## src/hdl/lsm_pkg.sv

```systemverilog
// Shared types, codes and frame helpers for the LSS fast-scan master.
package lsm_pkg;

   // Queue between the front and back parts
   localparam int QUEUE_DEPTH = 2;
   localparam int QUEUE_AW    = $clog2(QUEUE_DEPTH);
   localparam int QUEUE_CW    = $clog2(QUEUE_DEPTH + 1);

   // Identity store
   localparam int PARTS    = 4;
   localparam int PART_AW  = $clog2(PARTS);

   // Request command codes
   localparam logic [1:0] CMD_START   = 2'd0;
   localparam logic [1:0] CMD_FRAME   = 2'd1;
   localparam logic [1:0] CMD_TIMEOUT = 2'd2;

   // Received frame filter
   localparam logic [10:0] LSS_RX_ID   = 11'h7e4;
   localparam logic [7:0]  RX_IDENTIFY = 8'h4f;
   localparam logic [7:0]  RX_CFG_ACK  = 8'h11;

   // Transmit command specifiers and fields
   localparam logic [7:0] CS_FASTSCAN      = 8'h51;
   localparam logic [7:0] CS_CONFIGURE     = 8'h11;
   localparam logic [7:0] CS_SWITCH_GLOBAL = 8'h04;
   localparam logic [7:0] RESET_BIT        = 8'h80;
   localparam logic [4:0] TOP_BIT          = 5'h1f;
   localparam logic [7:0] MAX_NODE         = 8'h7f;
   localparam logic [2:0] LAST_PART        = 3'd3;

   // Result status codes
   typedef enum logic [2:0] {
      ST_BUSY       = 3'd0,
      ST_SUCCESS    = 3'd1,
      ST_NO_ANSWER  = 3'd2,
      ST_CFG_NACK   = 3'd3,
      ST_INVALID_ID = 3'd4
   } status_type;

   // Classified events
   typedef enum logic [2:0] {
      EV_START     = 3'd0,
      EV_BAD_START = 3'd1,
      EV_IDENT     = 3'd2,
      EV_CFG       = 3'd3,
      EV_TIMEOUT   = 3'd4
   } event_type;

   // Sequencer phases
   typedef enum logic [5:0] {
      PH_IDLE          = 6'b000001,
      PH_RESET         = 6'b000010,
      PH_CONFIRM_KNOWN = 6'b000100,
      PH_SEARCH        = 6'b001000,
      PH_CONFIRM_FOUND = 6'b010000,
      PH_CONFIGURE     = 6'b100000
   } phase_type;

   typedef struct packed {
      logic [1:0]  command;
      logic [7:0]  node_id;
      logic [1:0]  known_count;
      logic [31:0] known_vendor;
      logic [31:0] known_product;
      logic [31:0] known_revision;
      logic [10:0] rx_id;
      logic [7:0]  rx_cmd;
   } req_type;

   typedef struct packed {
      logic        tx_valid;
      logic [63:0] tx_payload;
      logic [2:0]  scan_status;
      logic [31:0] found_vendor;
      logic [31:0] found_product;
      logic [31:0] found_revision;
      logic [31:0] found_serial;
   } rsp_type;

   // One queued event for the back part
   typedef struct packed {
      event_type   ev;
      logic [6:0]  node;
      logic [1:0]  known_count;
      logic [31:0] known_vendor;
      logic [31:0] known_product;
      logic [31:0] known_revision;
   } entry_type;

   // Fast-scan frame: cs, id number, bit checked, part, next part
   function automatic logic [63:0] scan_frame(logic [31:0] number, logic [7:0] bit_sel,
                                              logic [7:0] part, logic [7:0] next_part);
      return {next_part, part, bit_sel, number, CS_FASTSCAN};
   endfunction

endpackage

```

## src/hdl/lsm_front.sv

```systemverilog
// Front part: accept request beats and classify them into scan events.
module lsm_front (
   input  logic               req_valid,
   output logic               req_ready,
   input  lsm_pkg::req_type   req_item,
   input  logic               q_full,
   output logic               q_push,
   output lsm_pkg::entry_type q_entry
);

   logic       keep;
   logic       id_ok;
   logic       lss_frame;

   // Accept whenever the queue has room
   assign req_ready = !q_full;

   assign id_ok     = (req_item.node_id != 8'd0) && (req_item.node_id <= lsm_pkg::MAX_NODE);
   assign lss_frame = (req_item.rx_id == lsm_pkg::LSS_RX_ID);

   // Classify the beat; drop unrelated frames and unused commands
   always_comb begin
      keep = 1'b0;
      q_entry.ev = lsm_pkg::EV_TIMEOUT;
      case (req_item.command)
         lsm_pkg::CMD_START: begin
            keep = 1'b1;
            q_entry.ev = id_ok ? lsm_pkg::EV_START : lsm_pkg::EV_BAD_START;
         end
         lsm_pkg::CMD_FRAME: begin
            if (lss_frame && req_item.rx_cmd == lsm_pkg::RX_IDENTIFY) begin
               keep = 1'b1;
               q_entry.ev = lsm_pkg::EV_IDENT;
            end else if (lss_frame && req_item.rx_cmd == lsm_pkg::RX_CFG_ACK) begin
               keep = 1'b1;
               q_entry.ev = lsm_pkg::EV_CFG;
            end
         end
         lsm_pkg::CMD_TIMEOUT: begin
            keep = 1'b1;
            q_entry.ev = lsm_pkg::EV_TIMEOUT;
         end
         default: begin
            keep = 1'b0;
         end
      endcase
      q_entry.node           = req_item.node_id[6:0];
      q_entry.known_count    = req_item.known_count;
      q_entry.known_vendor   = req_item.known_vendor;
      q_entry.known_product  = req_item.known_product;
      q_entry.known_revision = req_item.known_revision;
   end

   assign q_push = req_valid && req_ready && keep;

endmodule

```

## src/hdl/lsm_queue.sv

```systemverilog
// Short event queue between the front and back parts.
module lsm_queue (
   input  logic                         clock,
   input  logic                         reset,
   input  logic                         push,
   input  lsm_pkg::entry_type           push_entry,
   output logic                         full,
   input  logic                         pop,
   output logic                         empty,
   output lsm_pkg::entry_type           pop_entry
);

   lsm_pkg::entry_type                     slot_ff [lsm_pkg::QUEUE_DEPTH];
   logic [lsm_pkg::QUEUE_AW-1:0]           wr_ptr_ff, wr_ptr_in;
   logic [lsm_pkg::QUEUE_AW-1:0]           rd_ptr_ff, rd_ptr_in;
   logic [lsm_pkg::QUEUE_CW-1:0]           count_ff, count_in;

   localparam logic [lsm_pkg::QUEUE_AW-1:0] LAST_SLOT = lsm_pkg::QUEUE_AW'(lsm_pkg::QUEUE_DEPTH - 1);
   localparam logic [lsm_pkg::QUEUE_CW-1:0] FULL_CNT  = lsm_pkg::QUEUE_CW'(lsm_pkg::QUEUE_DEPTH);

   assign full      = (count_ff == FULL_CNT);
   assign empty     = (count_ff == '0);
   assign pop_entry = slot_ff[rd_ptr_ff];

   // Advance pointers and occupancy
   always_comb begin
      wr_ptr_in = wr_ptr_ff;
      rd_ptr_in = rd_ptr_ff;
      count_in  = count_ff;
      if (push) begin
         wr_ptr_in = (wr_ptr_ff == LAST_SLOT) ? '0 : wr_ptr_ff + 1'b1;
      end
      if (pop) begin
         rd_ptr_in = (rd_ptr_ff == LAST_SLOT) ? '0 : rd_ptr_ff + 1'b1;
      end
      if (push && !pop) begin
         count_in = count_ff + 1'b1;
      end else if (pop && !push) begin
         count_in = count_ff - 1'b1;
      end
   end

   always_ff @(posedge clock) begin
      if (reset) begin
         wr_ptr_ff <= '0;
         rd_ptr_ff <= '0;
         count_ff  <= '0;
      end else begin
         wr_ptr_ff <= wr_ptr_in;
         rd_ptr_ff <= rd_ptr_in;
         count_ff  <= count_in;
      end
   end

   // Hold payload slots
   always_ff @(posedge clock) begin
      if (push) begin
         slot_ff[wr_ptr_ff] <= push_entry;
      end
   end

endmodule

```

## src/hdl/lsm_back.sv

```systemverilog
// Back part: fast-scan sequencer and registered result stage.
module lsm_back (
   input  logic               clock,
   input  logic               reset,
   input  logic               q_empty,
   input  lsm_pkg::entry_type q_entry,
   output logic               q_pop,
   output logic               rsp_valid,
   input  logic               rsp_ready,
   output lsm_pkg::rsp_type   rsp_item
);

   lsm_pkg::phase_type              phase_ff, phase_in;
   logic [2:0]                      part_ff, part_in;
   logic [4:0]                      bit_ff, bit_in;
   logic [31:0]                     work_ff, work_in;
   logic [1:0]                      given_ff, given_in;
   logic [6:0]                      target_ff, target_in;
   logic [31:0]                     parts_ff [lsm_pkg::PARTS];
   logic [31:0]                     parts_in [lsm_pkg::PARTS];
   logic                            rsp_valid_ff, rsp_valid_in;
   lsm_pkg::rsp_type                rsp_item_ff, rsp_item_in;
   logic                            advance;
   logic                            has_rsp;
   lsm_pkg::rsp_type                res;

   assign advance = !rsp_valid_ff || rsp_ready;
   assign q_pop   = !q_empty && advance;

   // Sequencer: one event per cycle while the queue holds one and the result stage can advance
   always_comb begin
      logic [31:0] wn;
      logic [2:0]  np;
      phase_in  = phase_ff;
      part_in   = part_ff;
      bit_in    = bit_ff;
      work_in   = work_ff;
      given_in  = given_ff;
      target_in = target_ff;
      parts_in  = parts_ff;
      has_rsp   = 1'b0;
      res       = '0;
      wn        = work_ff | (32'd1 << bit_ff);
      np        = (phase_ff == lsm_pkg::PH_RESET) ? 3'd0 : part_ff + 3'd1;

      if (q_entry.ev == lsm_pkg::EV_BAD_START) begin
         phase_in        = lsm_pkg::PH_IDLE;
         has_rsp         = 1'b1;
         res.scan_status = lsm_pkg::ST_INVALID_ID;
      end else if (q_entry.ev == lsm_pkg::EV_START) begin
         target_in   = q_entry.node;
         given_in    = q_entry.known_count;
         parts_in[0] = q_entry.known_vendor;
         parts_in[1] = q_entry.known_product;
         parts_in[2] = q_entry.known_revision;
         part_in     = 3'd0;
         bit_in      = lsm_pkg::TOP_BIT;
         work_in     = '0;
         phase_in    = lsm_pkg::PH_RESET;
         has_rsp     = 1'b1;
         res.tx_valid   = 1'b1;
         res.tx_payload = lsm_pkg::scan_frame('0, lsm_pkg::RESET_BIT, 8'd0, 8'd0);
      end else begin
         case (phase_ff)
            lsm_pkg::PH_IDLE: begin
               has_rsp = 1'b0;
            end
            lsm_pkg::PH_CONFIGURE: begin
               // Finish on acknowledge or timeout; ignore identify replies
               if (q_entry.ev != lsm_pkg::EV_IDENT) begin
                  phase_in       = lsm_pkg::PH_IDLE;
                  has_rsp        = 1'b1;
                  res.tx_valid   = 1'b1;
                  res.tx_payload = {56'd0, lsm_pkg::CS_SWITCH_GLOBAL};
                  if (q_entry.ev == lsm_pkg::EV_CFG) begin
                     res.scan_status    = lsm_pkg::ST_SUCCESS;
                     res.found_vendor   = parts_ff[0];
                     res.found_product  = parts_ff[1];
                     res.found_revision = parts_ff[2];
                     res.found_serial   = parts_ff[3];
                  end else begin
                     res.scan_status = lsm_pkg::ST_CFG_NACK;
                  end
               end
            end
            lsm_pkg::PH_SEARCH: begin
               // Silence on a bit query means the bit is set
               if (q_entry.ev != lsm_pkg::EV_CFG) begin
                  if (q_entry.ev != lsm_pkg::EV_TIMEOUT) begin
                     wn = work_ff;
                  end
                  work_in      = wn;
                  has_rsp      = 1'b1;
                  res.tx_valid = 1'b1;
                  if (bit_ff == 5'd0) begin
                     phase_in       = lsm_pkg::PH_CONFIRM_FOUND;
                     res.tx_payload = lsm_pkg::scan_frame(wn, 8'd0, 8'(part_ff),
                        (part_ff >= lsm_pkg::LAST_PART) ? 8'd0 : 8'(part_ff) + 8'd1);
                  end else begin
                     bit_in         = bit_ff - 5'd1;
                     res.tx_payload = lsm_pkg::scan_frame(wn, 8'(bit_ff - 5'd1),
                                                          8'(part_ff), 8'(part_ff));
                  end
               end
            end
            lsm_pkg::PH_RESET, lsm_pkg::PH_CONFIRM_KNOWN, lsm_pkg::PH_CONFIRM_FOUND: begin
               // Queries that need an identify reply
               if (q_entry.ev == lsm_pkg::EV_TIMEOUT) begin
                  phase_in        = lsm_pkg::PH_IDLE;
                  has_rsp         = 1'b1;
                  res.scan_status = lsm_pkg::ST_NO_ANSWER;
               end else if (q_entry.ev == lsm_pkg::EV_IDENT) begin
                  if (phase_ff == lsm_pkg::PH_CONFIRM_FOUND) begin
                     parts_in[part_ff[lsm_pkg::PART_AW-1:0]] = work_ff;
                  end
                  part_in      = np;
                  has_rsp      = 1'b1;
                  res.tx_valid = 1'b1;
                  if (np[2]) begin
                     phase_in       = lsm_pkg::PH_CONFIGURE;
                     res.tx_payload = {48'd0, 1'b0, target_ff, lsm_pkg::CS_CONFIGURE};
                  end else if (np < {1'b0, given_ff}) begin
                     phase_in       = lsm_pkg::PH_CONFIRM_KNOWN;
                     res.tx_payload = lsm_pkg::scan_frame(
                        parts_ff[np[lsm_pkg::PART_AW-1:0]], 8'd0, 8'(np), 8'(np) + 8'd1);
                  end else begin
                     phase_in       = lsm_pkg::PH_SEARCH;
                     work_in        = '0;
                     bit_in         = lsm_pkg::TOP_BIT;
                     res.tx_payload = lsm_pkg::scan_frame('0, 8'(lsm_pkg::TOP_BIT),
                                                          8'(np), 8'(np));
                  end
               end
            end
            default: begin
               phase_in = lsm_pkg::PH_IDLE;
            end
         endcase
      end
   end

   // Load the result stage when it is free or being drained
   always_comb begin
      rsp_valid_in = rsp_valid_ff;
      rsp_item_in  = rsp_item_ff;
      if (advance) begin
         rsp_valid_in = q_pop && has_rsp;
         rsp_item_in  = res;
      end
   end

   always_ff @(posedge clock) begin
      if (reset) begin
         phase_ff     <= lsm_pkg::PH_IDLE;
         part_ff      <= '0;
         bit_ff       <= lsm_pkg::TOP_BIT;
         work_ff      <= '0;
         given_ff     <= '0;
         target_ff    <= '0;
         rsp_valid_ff <= 1'b0;
      end else begin
         if (q_pop) begin
            phase_ff  <= phase_in;
            part_ff   <= part_in;
            bit_ff    <= bit_in;
            work_ff   <= work_in;
            given_ff  <= given_in;
            target_ff <= target_in;
         end
         rsp_valid_ff <= rsp_valid_in;
      end
   end

   // Identity store and result payload carry no reset
   always_ff @(posedge clock) begin
      if (q_pop) begin
         parts_ff <= parts_in;
      end
      rsp_item_ff <= rsp_item_in;
   end

   assign rsp_valid = rsp_valid_ff;
   assign rsp_item  = rsp_item_ff;

endmodule

```

## src/hdl/lss_fastscan_master_top.sv

```systemverilog
// Top level of the CANopen LSS fast-scan master sequencer.
//
// Request channel (req_valid/req_ready/req_item) carries one event per beat:
// a scan start with the node id and known identity parts, a received CAN
// frame, or a reply-window timeout. Frames not from the LSS response id or
// with another command byte are dropped at the front.
// Result channel (rsp_valid/rsp_ready/rsp_item) carries zero or one beat per
// event: the next frame to send to id 0x7e5, and the scan status, with the
// found identity on success.
// An accepted request beat is written into the event queue, and its result is then
// loaded into the output register, which the receiver may stall.
// Throughput: the back sequencer takes one event per cycle while the receiver is
// not stalling; a two-entry event queue parts front and back.
// Reset clears the sequencer to idle and empties the queue and the output
// register. While the receiver holds rsp_ready low the result stays put,
// the sequencer halts, and requests keep filling the queue until it is full.
module lss_fastscan_master_top (
   input  logic             clock,
   input  logic             reset,
   input  logic             req_valid,
   output logic             req_ready,
   input  lsm_pkg::req_type req_item,
   output logic             rsp_valid,
   input  logic             rsp_ready,
   output lsm_pkg::rsp_type rsp_item
);

   logic               q_full;
   logic               q_empty;
   logic               q_push;
   logic               q_pop;
   lsm_pkg::entry_type push_entry;
   lsm_pkg::entry_type pop_entry;

   lsm_front u_front (
      .req_valid (req_valid),
      .req_ready (req_ready),
      .req_item  (req_item),
      .q_full    (q_full),
      .q_push    (q_push),
      .q_entry   (push_entry)
   );

   lsm_queue u_queue (
      .clock      (clock),
      .reset      (reset),
      .push       (q_push),
      .push_entry (push_entry),
      .full       (q_full),
      .pop        (q_pop),
      .empty      (q_empty),
      .pop_entry  (pop_entry)
   );

   lsm_back u_back (
      .clock     (clock),
      .reset     (reset),
      .q_empty   (q_empty),
      .q_entry   (pop_entry),
      .q_pop     (q_pop),
      .rsp_valid (rsp_valid),
      .rsp_ready (rsp_ready),
      .rsp_item  (rsp_item)
   );

`ifndef NO_ASSERTIONS
   // A result without a frame carries an empty payload
   a_idle_payload: assert property (@(posedge clock) disable iff (reset)
      rsp_valid && !rsp_item.tx_valid |-> rsp_item.tx_payload == 64'd0)
      else $error("result without frame has nonzero payload");

   // Identity is reported only on success
   a_found_only_success: assert property (@(posedge clock) disable iff (reset)
      rsp_valid && rsp_item.scan_status != lsm_pkg::ST_SUCCESS |->
         rsp_item.found_vendor == 32'd0 && rsp_item.found_product == 32'd0 &&
         rsp_item.found_revision == 32'd0 && rsp_item.found_serial == 32'd0)
      else $error("identity reported without success");

   // A full queue accepts nothing, and a queue pop never runs into a stalled result
   a_pop_free: assert property (@(posedge clock) disable iff (reset)
      q_pop |-> !q_empty && (!rsp_valid || rsp_ready))
      else $error("event popped while result stage blocked");

   a_no_overflow: assert property (@(posedge clock) disable iff (reset)
      q_full |-> !q_push)
      else $error("event pushed into full queue");
`endif

endmodule
```

## config.mk

```make
export PLATFORM = sky130hd
export DESIGN_NAME = lss_fastscan_master_top
export DESIGN_NICKNAME = d
export VERILOG_FILES = /design/src/hdl/lsm_pkg.sv /design/src/hdl/lsm_front.sv /design/src/hdl/lsm_queue.sv /design/src/hdl/lsm_back.sv /design/src/hdl/lss_fastscan_master_top.sv
export SDC_FILE = /design/constraint.sdc
export NUM_CORES = 1
export LEC_CHECK = 0
export CORE_MARGIN = 2
export CORE_UTILIZATION = 30
export DETAILED_ROUTE_END_ITERATION = 12
export DONT_BUFFER_PORTS = 1
export RECOVER_POWER = 100
export SLEW_MARGIN = 0
export SYNTH_ARGS = -nofsm -noshare
export SYNTH_HDL_FRONTEND = slang
export SYNTH_SLANG_ARGS = --single-unit
```

## constraint.sdc

```tcl
create_clock -name clock -period 8.4 [get_ports clock]
set_input_delay 0.42 -clock clock [delete_from_list [all_inputs] [get_ports clock]]
set_output_delay 0.42 -clock clock [all_outputs]
set_load 0.05 [all_outputs]
```

# ---- Word level (Yosys, flattened, before mapping)
# Memories as Yosys holds them, arrays and structs flattened. A register that Yosys moved wholly into a read port is not among the register bits.
# Index checks and enable logic that the tools add are counted.
dict set report word_totals {
  out_inout_bits 198
  regBits 384
  word_cells 197
  latchBits 0
  n_memories 1
  mem_bits_rw 216
  romBits 0
}
# memory words word_bits read_ports rd_clocked_by_memory_dff write_ports line
set memory_table {}
lappend memory_table {u_queue.slot_ff 2 108 1 1 1 lsm_queue.sv:13} ;# lsm_pkg::entry_type slot_ff [lsm_pkg::QUEUE_DEPTH];
dict set report op_classes {
  n_mul 0
  mux 80
  reduce_logical 37
  bitwise_logic 9
  n_addsub 9
  n_div 0
  eq_ne 31
  n_lt_le_gt_ge 6
  n_shift 1
}
# op count
set ops {}
lappend ops {{two-way mux 128 bit} 6}
lappend ops {{two-way mux 32 bit} 10}
lappend ops {{two-way mux 65 bit} 4}
lappend ops {{two-way mux 196 bit} 1}
lappend ops {{one-hot mux 65 bit (3 select lines)} 1}
lappend ops {{two-way mux 64 bit} 3}
lappend ops {{two-way mux 131 bit} 1}
lappend ops {{bitwise mux 128 bit} 1}
lappend ops {{two-way mux 96 bit} 1}
lappend ops {{binary-select mux 32 bit (select 2 bit)} 1}
lappend ops {{demux 32 bit (select 2 bit)} 1}
lappend ops {{one-hot mux 32 bit (2 select lines)} 1}
lappend ops {{two-way mux 6 bit} 8}
lappend ops {{two-way mux 5 bit} 7}
lappend ops {{bitwise OR 32 bit} 1}
lappend ops {{left shift 1 x 5 -> 32 bit (first input constant)} 1}
lappend ops {{one-hot mux 6 bit (4 select lines)} 1}
lappend ops {{two-way mux 3 bit} 7}
lappend ops {{two-way mux 1 bit} 15}
lappend ops {{inequality test 3 x 2 -> 1 bit (second input constant)} 5}
lappend ops {{inequality test 4 x 1 -> 1 bit (second input constant)} 3}
lappend ops {{one-hot mux 3 bit (2 select lines)} 2}
lappend ops {{AND reduction 6 bit} 2}
lappend ops {{== test 11 bit (second input constant)} 1}
lappend ops {{other kinds (54)} 89}

# ---- Longest topological paths before layout
# Gate-level depths: netlist (run 1).
dict set report depth {
  depth_word 12
  mapped_depth 15
}

# ---- Hierarchy
# A second synthesis (run 1) with hierarchy kept.
dict set report unflattened {
  hier_cells 1723
  area_unflattened_um2 25415.6
}
# module n_inst cells_each area_per_inst_um2
set modules_own_cells {}
lappend modules_own_cells {lsm_back 1 1239 16404.5}
lappend modules_own_cells {lsm_queue 1 358 8067.7}
lappend modules_own_cells {lsm_front 1 126 943.4}

# ---- Worst setup path before layout (run 1)
# Ideal clock, no wire load.
dict set report synth_path {
  path_kind {input -> register}
  start {input req_item[9] (netlist name)}
  end {memory u_queue.slot_ff[0][0] (netlist name), enable pin}
  path_slack_ns 1.305
  setup_time_ns 0.589
  t_arrival_ns 6.506
  stages 6
  n_path_buf 0
  cell_sequence {or4b_1 -> nor4_1 -> o21ai_1 -> o21ai_0 -> and3_1 -> nor2b_1}
}
dict set report synth_between {
  elab_chain_cells 8
}
# item line
set synth_lines {}
lappend synth_lines {{start, declared} lss_fastscan_master_top.sv:22} ;# input lsm_pkg::req_type req_item,
lappend synth_lines {{== test 11 bit (*)} lsm_front.sv:19} ;# assign lss_frame = (req_item.rx_id == lsm_pkg::LSS_RX_ID);
lappend synth_lines {{logical AND 1 bit} lsm_front.sv:34} ;# end else if (lss_frame && req_item.rx_cmd == lsm_pkg::RX_CFG_ACK) begin
lappend synth_lines {{two-way mux 1 bit} lsm_front.sv:34}
lappend synth_lines {{two-way mux 1 bit (*)} lsm_front.sv:31} ;# if (lss_frame && req_item.rx_cmd == lsm_pkg::RX_IDENTIFY) begin
lappend synth_lines {{one-hot mux 1 bit (2 select lines) (*)} lsm_front.sv:25} ;# case (req_item.command)
lappend synth_lines {{logical AND 1 bit (*)} lsm_front.sv:54} ;# assign q_push = req_valid && req_ready && keep;
lappend synth_lines {{two-way mux 1 bit (*)} lsm_queue.sv:57} ;# if (push) begin
lappend synth_lines {{two-way mux 1 bit (not written as such) (*)} lsm_queue.sv:58} ;# slot_ff[wr_ptr_ff] <= push_entry;
lappend synth_lines {{end, declared} lsm_queue.sv:13}
# Mark *: on every way between the ends. The rest lies on a longest branch, timed or not.

# ---- Worst setup path in the final report (run 1)
dict set report layout_path {
  start {register u_back.phase_ff[2]}
  end {register u_back.work_ff[26]}
}
dict set report layout_between {
  elab_chain_cells 5
}
# item line
set layout_lines {}
lappend layout_lines {{start, declared} lsm_back.sv:13} ;# lsm_pkg::phase_type phase_ff, phase_in;
lappend layout_lines {{start signal, assigned} lsm_back.sv:154} ;# phase_ff <= lsm_pkg::PH_IDLE;
lappend layout_lines {{start signal, assigned} lsm_back.sv:163} ;# phase_ff <= phase_in;
lappend layout_lines {{== test 6 x 2 -> 1 bit} {lsm_back.sv:44, lsm_back.sv:64}}
lappend layout_lines {{two-way mux 3 bit} lsm_back.sv:44} ;# np = (phase_ff == lsm_pkg::PH_RESET) ? 3'd0 : part_ff + 3'd1;
lappend layout_lines {{less-than comparator 3 x 2 -> 1 bit} lsm_back.sv:122} ;# end else if (np < {1'b0, given_ff}) begin
lappend layout_lines {{inequality test 3 x 2 -> 1 bit (no line)} -}
lappend layout_lines {{AND reduction 8 bit (no line)} -}
lappend layout_lines {{end signal, assigned} lsm_back.sv:166} ;# work_ff <= work_in;
lappend layout_lines {{end, declared} lsm_back.sv:16} ;# logic [31:0] work_ff, work_in;
# Parallel ways exist; a longest one is shown, timed or not.
# A chain may end at the register's enable or synchronous reset.

==> results of run 1 <==
cells in the mapped netlist, types with 13 or more instances:
| master | number |
|---|---|
| nor2b_1 | 16 |
| and2_1 | 134 |
| dfxtp_1 | 61 |
| buf_4 | 19 |
| a22oi_1 | 14 |
| mux2_2 | 26 |
| a21oi_1 | 49 |
| buf_2 | 23 |
| o21ai_0 | 134 |
| ha_1 | 13 |
| clkbuf_1 | 65 |
| o22a_1 | 27 |
| edfxtp_1 | 525 |
| mux2i_1 | 116 |
| a31oi_1 | 19 |
| o22ai_1 | 27 |
| nand2_1 | 152 |
| a32o_1 | 20 |
| nor3_1 | 19 |
| nor2_1 | 76 |
path summary, 6_finish.rpt:
check,cells after the start,endpoint,slack [ns],from
max,9,u_back.work_ff[26],2.40,u_back.phase_ff[2]
min,2,u_queue.wr_ptr_ff,0.03,reset
max reg2reg,9,u_back.work_ff[26],2.40,u_back.phase_ff[2]
min reg2reg,2,u_back.target_ff[0],0.51,u_back.target_ff[0]
final cells by class:
| cell class | count | area [um2] |
|---|---|---|
| Clock inverter | 37 | 470 |
| Inverter | 11 | 48.8 |
| Fill cell | 7619 | 51300 |
| Tap cell | 1050 | 1310 |
| Clock buffer | 62 | 1390 |
| Timing Repair Buffer | 126 | 1190 |
| Multi-Input combinational cell | 1004 | 6450 |
| Antenna cell | 11 | 27.5 |
| Sequential cell | 586 | 17000 |
flip-flops by register name, summed over array words and instances (netlist names), named ones only:
signal,flops
u_back.bit_ff,5
u_queue.slot_ff,216
u_back.target_ff,7
u_back.given_ff,2
u_back.parts_ff,128
u_back.rsp_valid,1
u_queue.rd_ptr_ff,1
u_back.rsp_item,181
u_back.part_ff,3
u_back.phase_ff,6
u_queue.wr_ptr_ff,1
u_back.work_ff,32
u_queue.count_ff,2
critical path: stages, from the launching register on:
cell       delay, ns
dfxtp_1         0.39
nor4_1          0.94
nand2_4         0.55
and2_0          0.52
ha_1            0.42
a21o_1          0.20
a2111oi_0       0.09
nor4b_1         1.77
a21oi_4         0.57
a22o_1          0.40
power by group:
part / switching [uW] / total [uW] / leakage (uW) / internal, uW
combinational: 492 / 760 / 0.00245 / 269
clock: 1100 / 2600 / 0.000906 / 1500
sequential: 462 / 3870 / 0.00593 / 3400
total: 2050 / 7220 / 0.00928 / 5170
routing by layer:
metal	share of wire	up-vias	track usage
met5	0.0023	-	0
met4	0.027	30	0.0491
met3	0.086	125	0.0506
met2	0.47	606	0.281
met1	0.42	7306	0.225
li1	-	6550	-
per-stage QoR:
stage	total power [uW]	instance area (um2)	utilization	hold WS, ns
6_report	7220	27900	0.352	0.0254
5_1_grt	7440	27900	0.352	0.0388
4_1_cts	7280	28000	0.354	0.0000872
3_5_place_dp	4650	25000	0.316	0.489
3_3_place_gp	4640	25000	0.316	0.477
2_1_floorplan	4420	24100	-	0.472
cells by family after synthesis:
logic type	count (synthesis)
flip-flops	586
AND/OR/NAND/NOR	472
AO/OA/AOI/OAI	353
multiplexers	145
buffers and inverters	128
adder cells (fa/ha/maj)	13
XOR/XNOR	7
other	1
==> flow_summary.toml, run 1 <==
[clock_network]
clk_pin_slew_ns = 0.07
postCtsResizedCells = 0
cts_root_buf = "clkbuf_16"
htreeDepth = 2
clk_latency_ns = 0.63
clock-sinks = 586
numCtsBuffers = 53
postCtsSetupRepairBufs = 0
tritoncts = "yes"
ctsHoldBuffers = 108
clockBufferDepth = 3

[timing]
slew_headroom = -2.21
period_share = 0.715
fmax_mhz = 167
setup_viol = 0
slew_violations = 597
rsz0062_at_grt = "no"
finalHoldViolations = 0
fin_skew_ns = 0.0327
tns_ns = 0
tightest_slew_ns = 4.81
fin_crit_ns = 6.00
fin_ws_ns = 2.40

[routing]
drt_iter0_drc = 1368
vias = 14600
drt.antenna.violating_nets = 0
viasPerCell = 5.06
wl_um = 73600
wire_per_inst_um = 25.5
drc = 0
first_pass_iters = 5

[synthesis]
synth_area_leaders = "edfxtp_1, dfxtp_1, mux2i_1"
yosys_warnings = 0
synth_top_flop_cell = "edfxtp_1"
synth_mux_area_frac = 0.0619
synth_enable_flop_cells = 525
synth_area_leader_cell = "edfxtp_1"
yosys.area_share.simple = 0.103
synth-seq-area-share = 0.706
synth-seq-cells = 586
synth_top_area_share = 0.655
syn_area_per_cell_um2 = 14.1
synth_compound_area_frac = 0.0947
async_reset_ff_frac = 0
synth_xor_area_frac = 0.00255
synth_cell_types = 72
synthAdderAreaFrac = 0.00676
syn_area_um2 = 24100
synth_top_family_by_area = "simple AND/OR/NAND/NOR gates"
synthCells = 1705

[floorplan]
io_pins = 329
coreArea_um2 = 79100
die_width_um = 287
row_count = 103
die_h_um = 287
die-area_um2 = 82500
start_util = 0.304

[finish]
finalNetCount = 1926
final_layout_size_suffix_gt1_frac = 0.0767
instances_no_fill = 2887
area.growth.synth_to_final_pct = 15.9
final_common_cell = "edfxtp_1"
layout_common_cells = "edfxtp_1, nand2_1, o21ai_0, mux2i_1, dlygate4sd3_1"

[place]
port-buffer-count = 0
gp_congestion = 0.835
place_inst = 2669
hpwl_um = 51500
dp_slack_ns = 4.14

[power]
power_density_nw_per_um2 = 259
peakVddDrop_mv = 0.155
leakage_uw = 0.00928

[critical_path]
end_kind = "register"
path_max_fanout = 37
worstPathArrival_ns = 6.49
path_class = "reg -> reg"
start_kind = "register"
cp.required_ns = 8.89

[global_routing]
grt_max_degree = 128
antenna_found_initial = 26
first_global_vias = 14200
grt-ovfl-total = 0
grt.total_usage = 0.173
grt_pass1_wl_um = 104000

[outcome]
status = "complete, but fails checks"
violations = "max-capacitance violations, max-slew violations"

[flow_run]
max_cap_violations = 14

[worst_hold_path]
hold_class = "in -> reg"
(Power assumes the default switching activity.)
==> run 2, diff against run 1 <==
ABC_AREA = 1   (was not set)
clock period = 5.7 ns   (was 8.4 ns; I/O delays follow)
==> run 2 against run 1 <==
Compared with the run above:
- largest cell class unchanged
- first-iteration DRC count up 18%
- critical path depth increased by 2
- synthesized cell count is 35% higher
- via count increased by 18%
- maximum frequency up 21%
- cell area rose by 3.6%
- wire length rose by 7.7%
- clock power rose by 60%
- non-clock buffer count is 3 higher
- cell count up 20%
- register-to-register slack lost 1.6 ns
- the run still ends with max-capacitance violations, max-slew violations left
- worst hold slack improved by 0.011 ns
- critical path type unchanged
==> flow_summary.toml, run 2 <==
[clock_network]
clockBufferDepth = 3
htreeDepth = 2
postCtsSetupRepairBufs = 0
cts_root_buf = "clkbuf_16"
clk_latency_ns = 0.65
numCtsBuffers = 61
clk_pin_slew_ns = 0.06
postCtsResizedCells = 0
tritoncts = "yes"
clock-sinks = 586

[critical_path]
critPathMaxStageDelay_ns = 2.04
cp.required_ns = 6.11
start_kind = "register"
worst_path_max_delay_cell = "nor2_1"
path_max_fanout = 34
cp_cell_sequence = "buf_4, inv_1, ha_2, nand2_1, inv_1, ha_1, nand2_1, nand2_2, nor2_1, nand2_1, a21oi_1"
worstPathArrival_ns = 5.36
path_class = "reg -> reg"
path_common_cell = "nand2_1"
end_kind = "register"

[place]
hpwl_um = 54800
port-buffer-count = 0
gp_congestion = 0.904
dp_slack_ns = 1.67

[finish]
area.growth.synth_to_final_pct = 16.1
finalNetCount = 2493
largest-register = "u_queue.slot_ff"
nFillCells = 8111
layout_common_cells = "edfxtp_1, nor2_1, nand2_1, inv_1, nand3_1"
fin_util = 0.352
final_common_cell = "edfxtp_1"
final_layout_size_suffix_gt1_frac = 0.0608
largest_reg_flops = 216

[routing]
drc = 0
vias = 17200
viasPerCell = 4.95
drt-met1-wl_um = 33900
top_layer = "met5"
drt.antenna.violating_nets = 0
wire_per_inst_um = 22.8
wl_um = 79300
wl_met3_um = 7550
first_pass_iters = 5
drt_iter0_drc = 1612
wl_met2_um = 35800

[global_routing]
grt.total_usage = 0.182
grt_pass1_wl_um = 115000
antenna_found_initial = 20
first_global_vias = 16500
grt_max_degree = 111
grt-ovfl-total = 0

[floorplan]
row_count = 105
start_util = 0.303
io_pins = 329
die-area_um2 = 85200
die_width_um = 292
coreArea_um2 = 82100
die_h_um = 292

[timing]
tightest_slew_ns = 3.27
fmax_mhz = 202
slew_headroom = -1.18
fin_skew_ns = 0.0593
fin_crit_ns = 4.95
rsz0062_at_grt = "no"
finalHoldViolations = 0
fin_ws_ns = 0.750
period_share = 0.868
slew_violations = 507
tns_ns = 0
setup_viol = 0

[synthesis]
synth_area_leaders = "edfxtp_1, nor2_1, dfxtp_1"
synth_area_leader_cell = "edfxtp_1"
synth_cell_types = 41
yosysMostFrequentCell = "edfxtp_1"
ys_top_cells_by_count = "edfxtp_1, nor2_1, nand2_1"
synth-seq-cells = 586
yosys_warnings = 0
async_reset_ff_frac = 0
synth_top_area_share = 0.634
synth-seq-area-share = 0.683
syn_area_um2 = 24900
synthCells = 2295
syn_area_per_cell_um2 = 10.8
synth_top_flop_cell = "edfxtp_1"
synth_enable_flop_cells = 525

[outcome]
violations = "max-capacitance violations, max-slew violations"
status = "complete, but fails checks"

[power]
peakVddDrop_mv = 0.239
power_density_nw_per_um2 = 433
leakage_uw = 0.0108

[flow_run]
max_cap_violations = 9

[worst_hold_path]
hold_class = "in -> reg"
## run 2: path summary, 6_finish.rpt
| kind | from | to | slack (ns) | cells past startpoint |
|---|---|---|---|---|
| worst max-delay path | u_back.part_ff[0] | u_back.rsp_item[168] | 0.75 | 11 |
| worst min-delay path | req_item[126] | u_queue.slot_ff[0][105] | 0.04 | 3 |
| worst max register to register | u_back.part_ff[0] | u_back.rsp_item[168] | 0.75 | 11 |
| worst min register to register | u_queue.rd_ptr_ff | register | 0.46 | 1 |
## run 2: routing by layer
layer,GRT usage,vias up
li1,-,8000
met1,0.245,8362
met2,0.284,684
met3,0.0585,133
met4,0.0449,26
met5,0,-
## run 2: layout make-up
type,count,area [um2],area share
Antenna cell,7,17.5,0.000606
Clock inverter,41,484,0.0168
Multi-Input combinational cell,1358,6440,0.223
Sequential cell,586,17000,0.588
Tap cell,1070,1340,0.0464
Inverter,213,802,0.0278
Timing Repair Buffer,129,1210,0.0420
Clock buffer,73,1590,0.0551
## run 2: cell families (layout without fill, tap and decap cells)
kind of cell,count (synthesis),count (layout),share of synthesized area
and+or+nand+nor,967,967,0.161
DFF,586,586,0.683
buffers and inverters,364,456,0.0595
AOI/OAI and AO/OA,360,360,0.0889
adders and majority gates,13,13,0.00654
xor gates and xnor gates,4,4,0.00141
other,1,21,0.000151
## run 2: report_power, final
part	total [uW]	switching (uW)	internal [uW]
Sequential	6310	1080	5230
Combinational	2030	1500	529
Clock	4150	1740	2410
Total	12500	4330	8170
## run 2: repair_timing
item | in CTS | in global routing
hold endpoints to repair | 222 | 0
hold buffers | 107 | 0
endpoints found under the setup margin | 0 | 0
## run 2: critical path, delay by kind of cell, from the launching register on
family | cells | cell delay, ns
AND/OR/NAND/NOR | 5 | 2.47
buffers and inverters | 3 | 0.72
flip-flops | 1 | 0.60
adder cells (fa/ha/maj) | 2 | 0.59
AO/OA/AOI/OAI | 1 | 0.37
## run 2: per-stage QoR
step | total power, uW | hold slack [ns] | cells | instance area (um2)
floorplan | 7640 | 0.384 | 2308 | 24900
global placement | 8330 | 0.361 | 3249 | 25800
detailed placement | 8340 | 0.364 | 3249 | 25800
CTS | 12600 | 0.0431 | 3470 | 29000
global route | 13000 | 0.0529 | 3475 | 28900
finish | 12500 | 0.0366 | 3477 | 28900
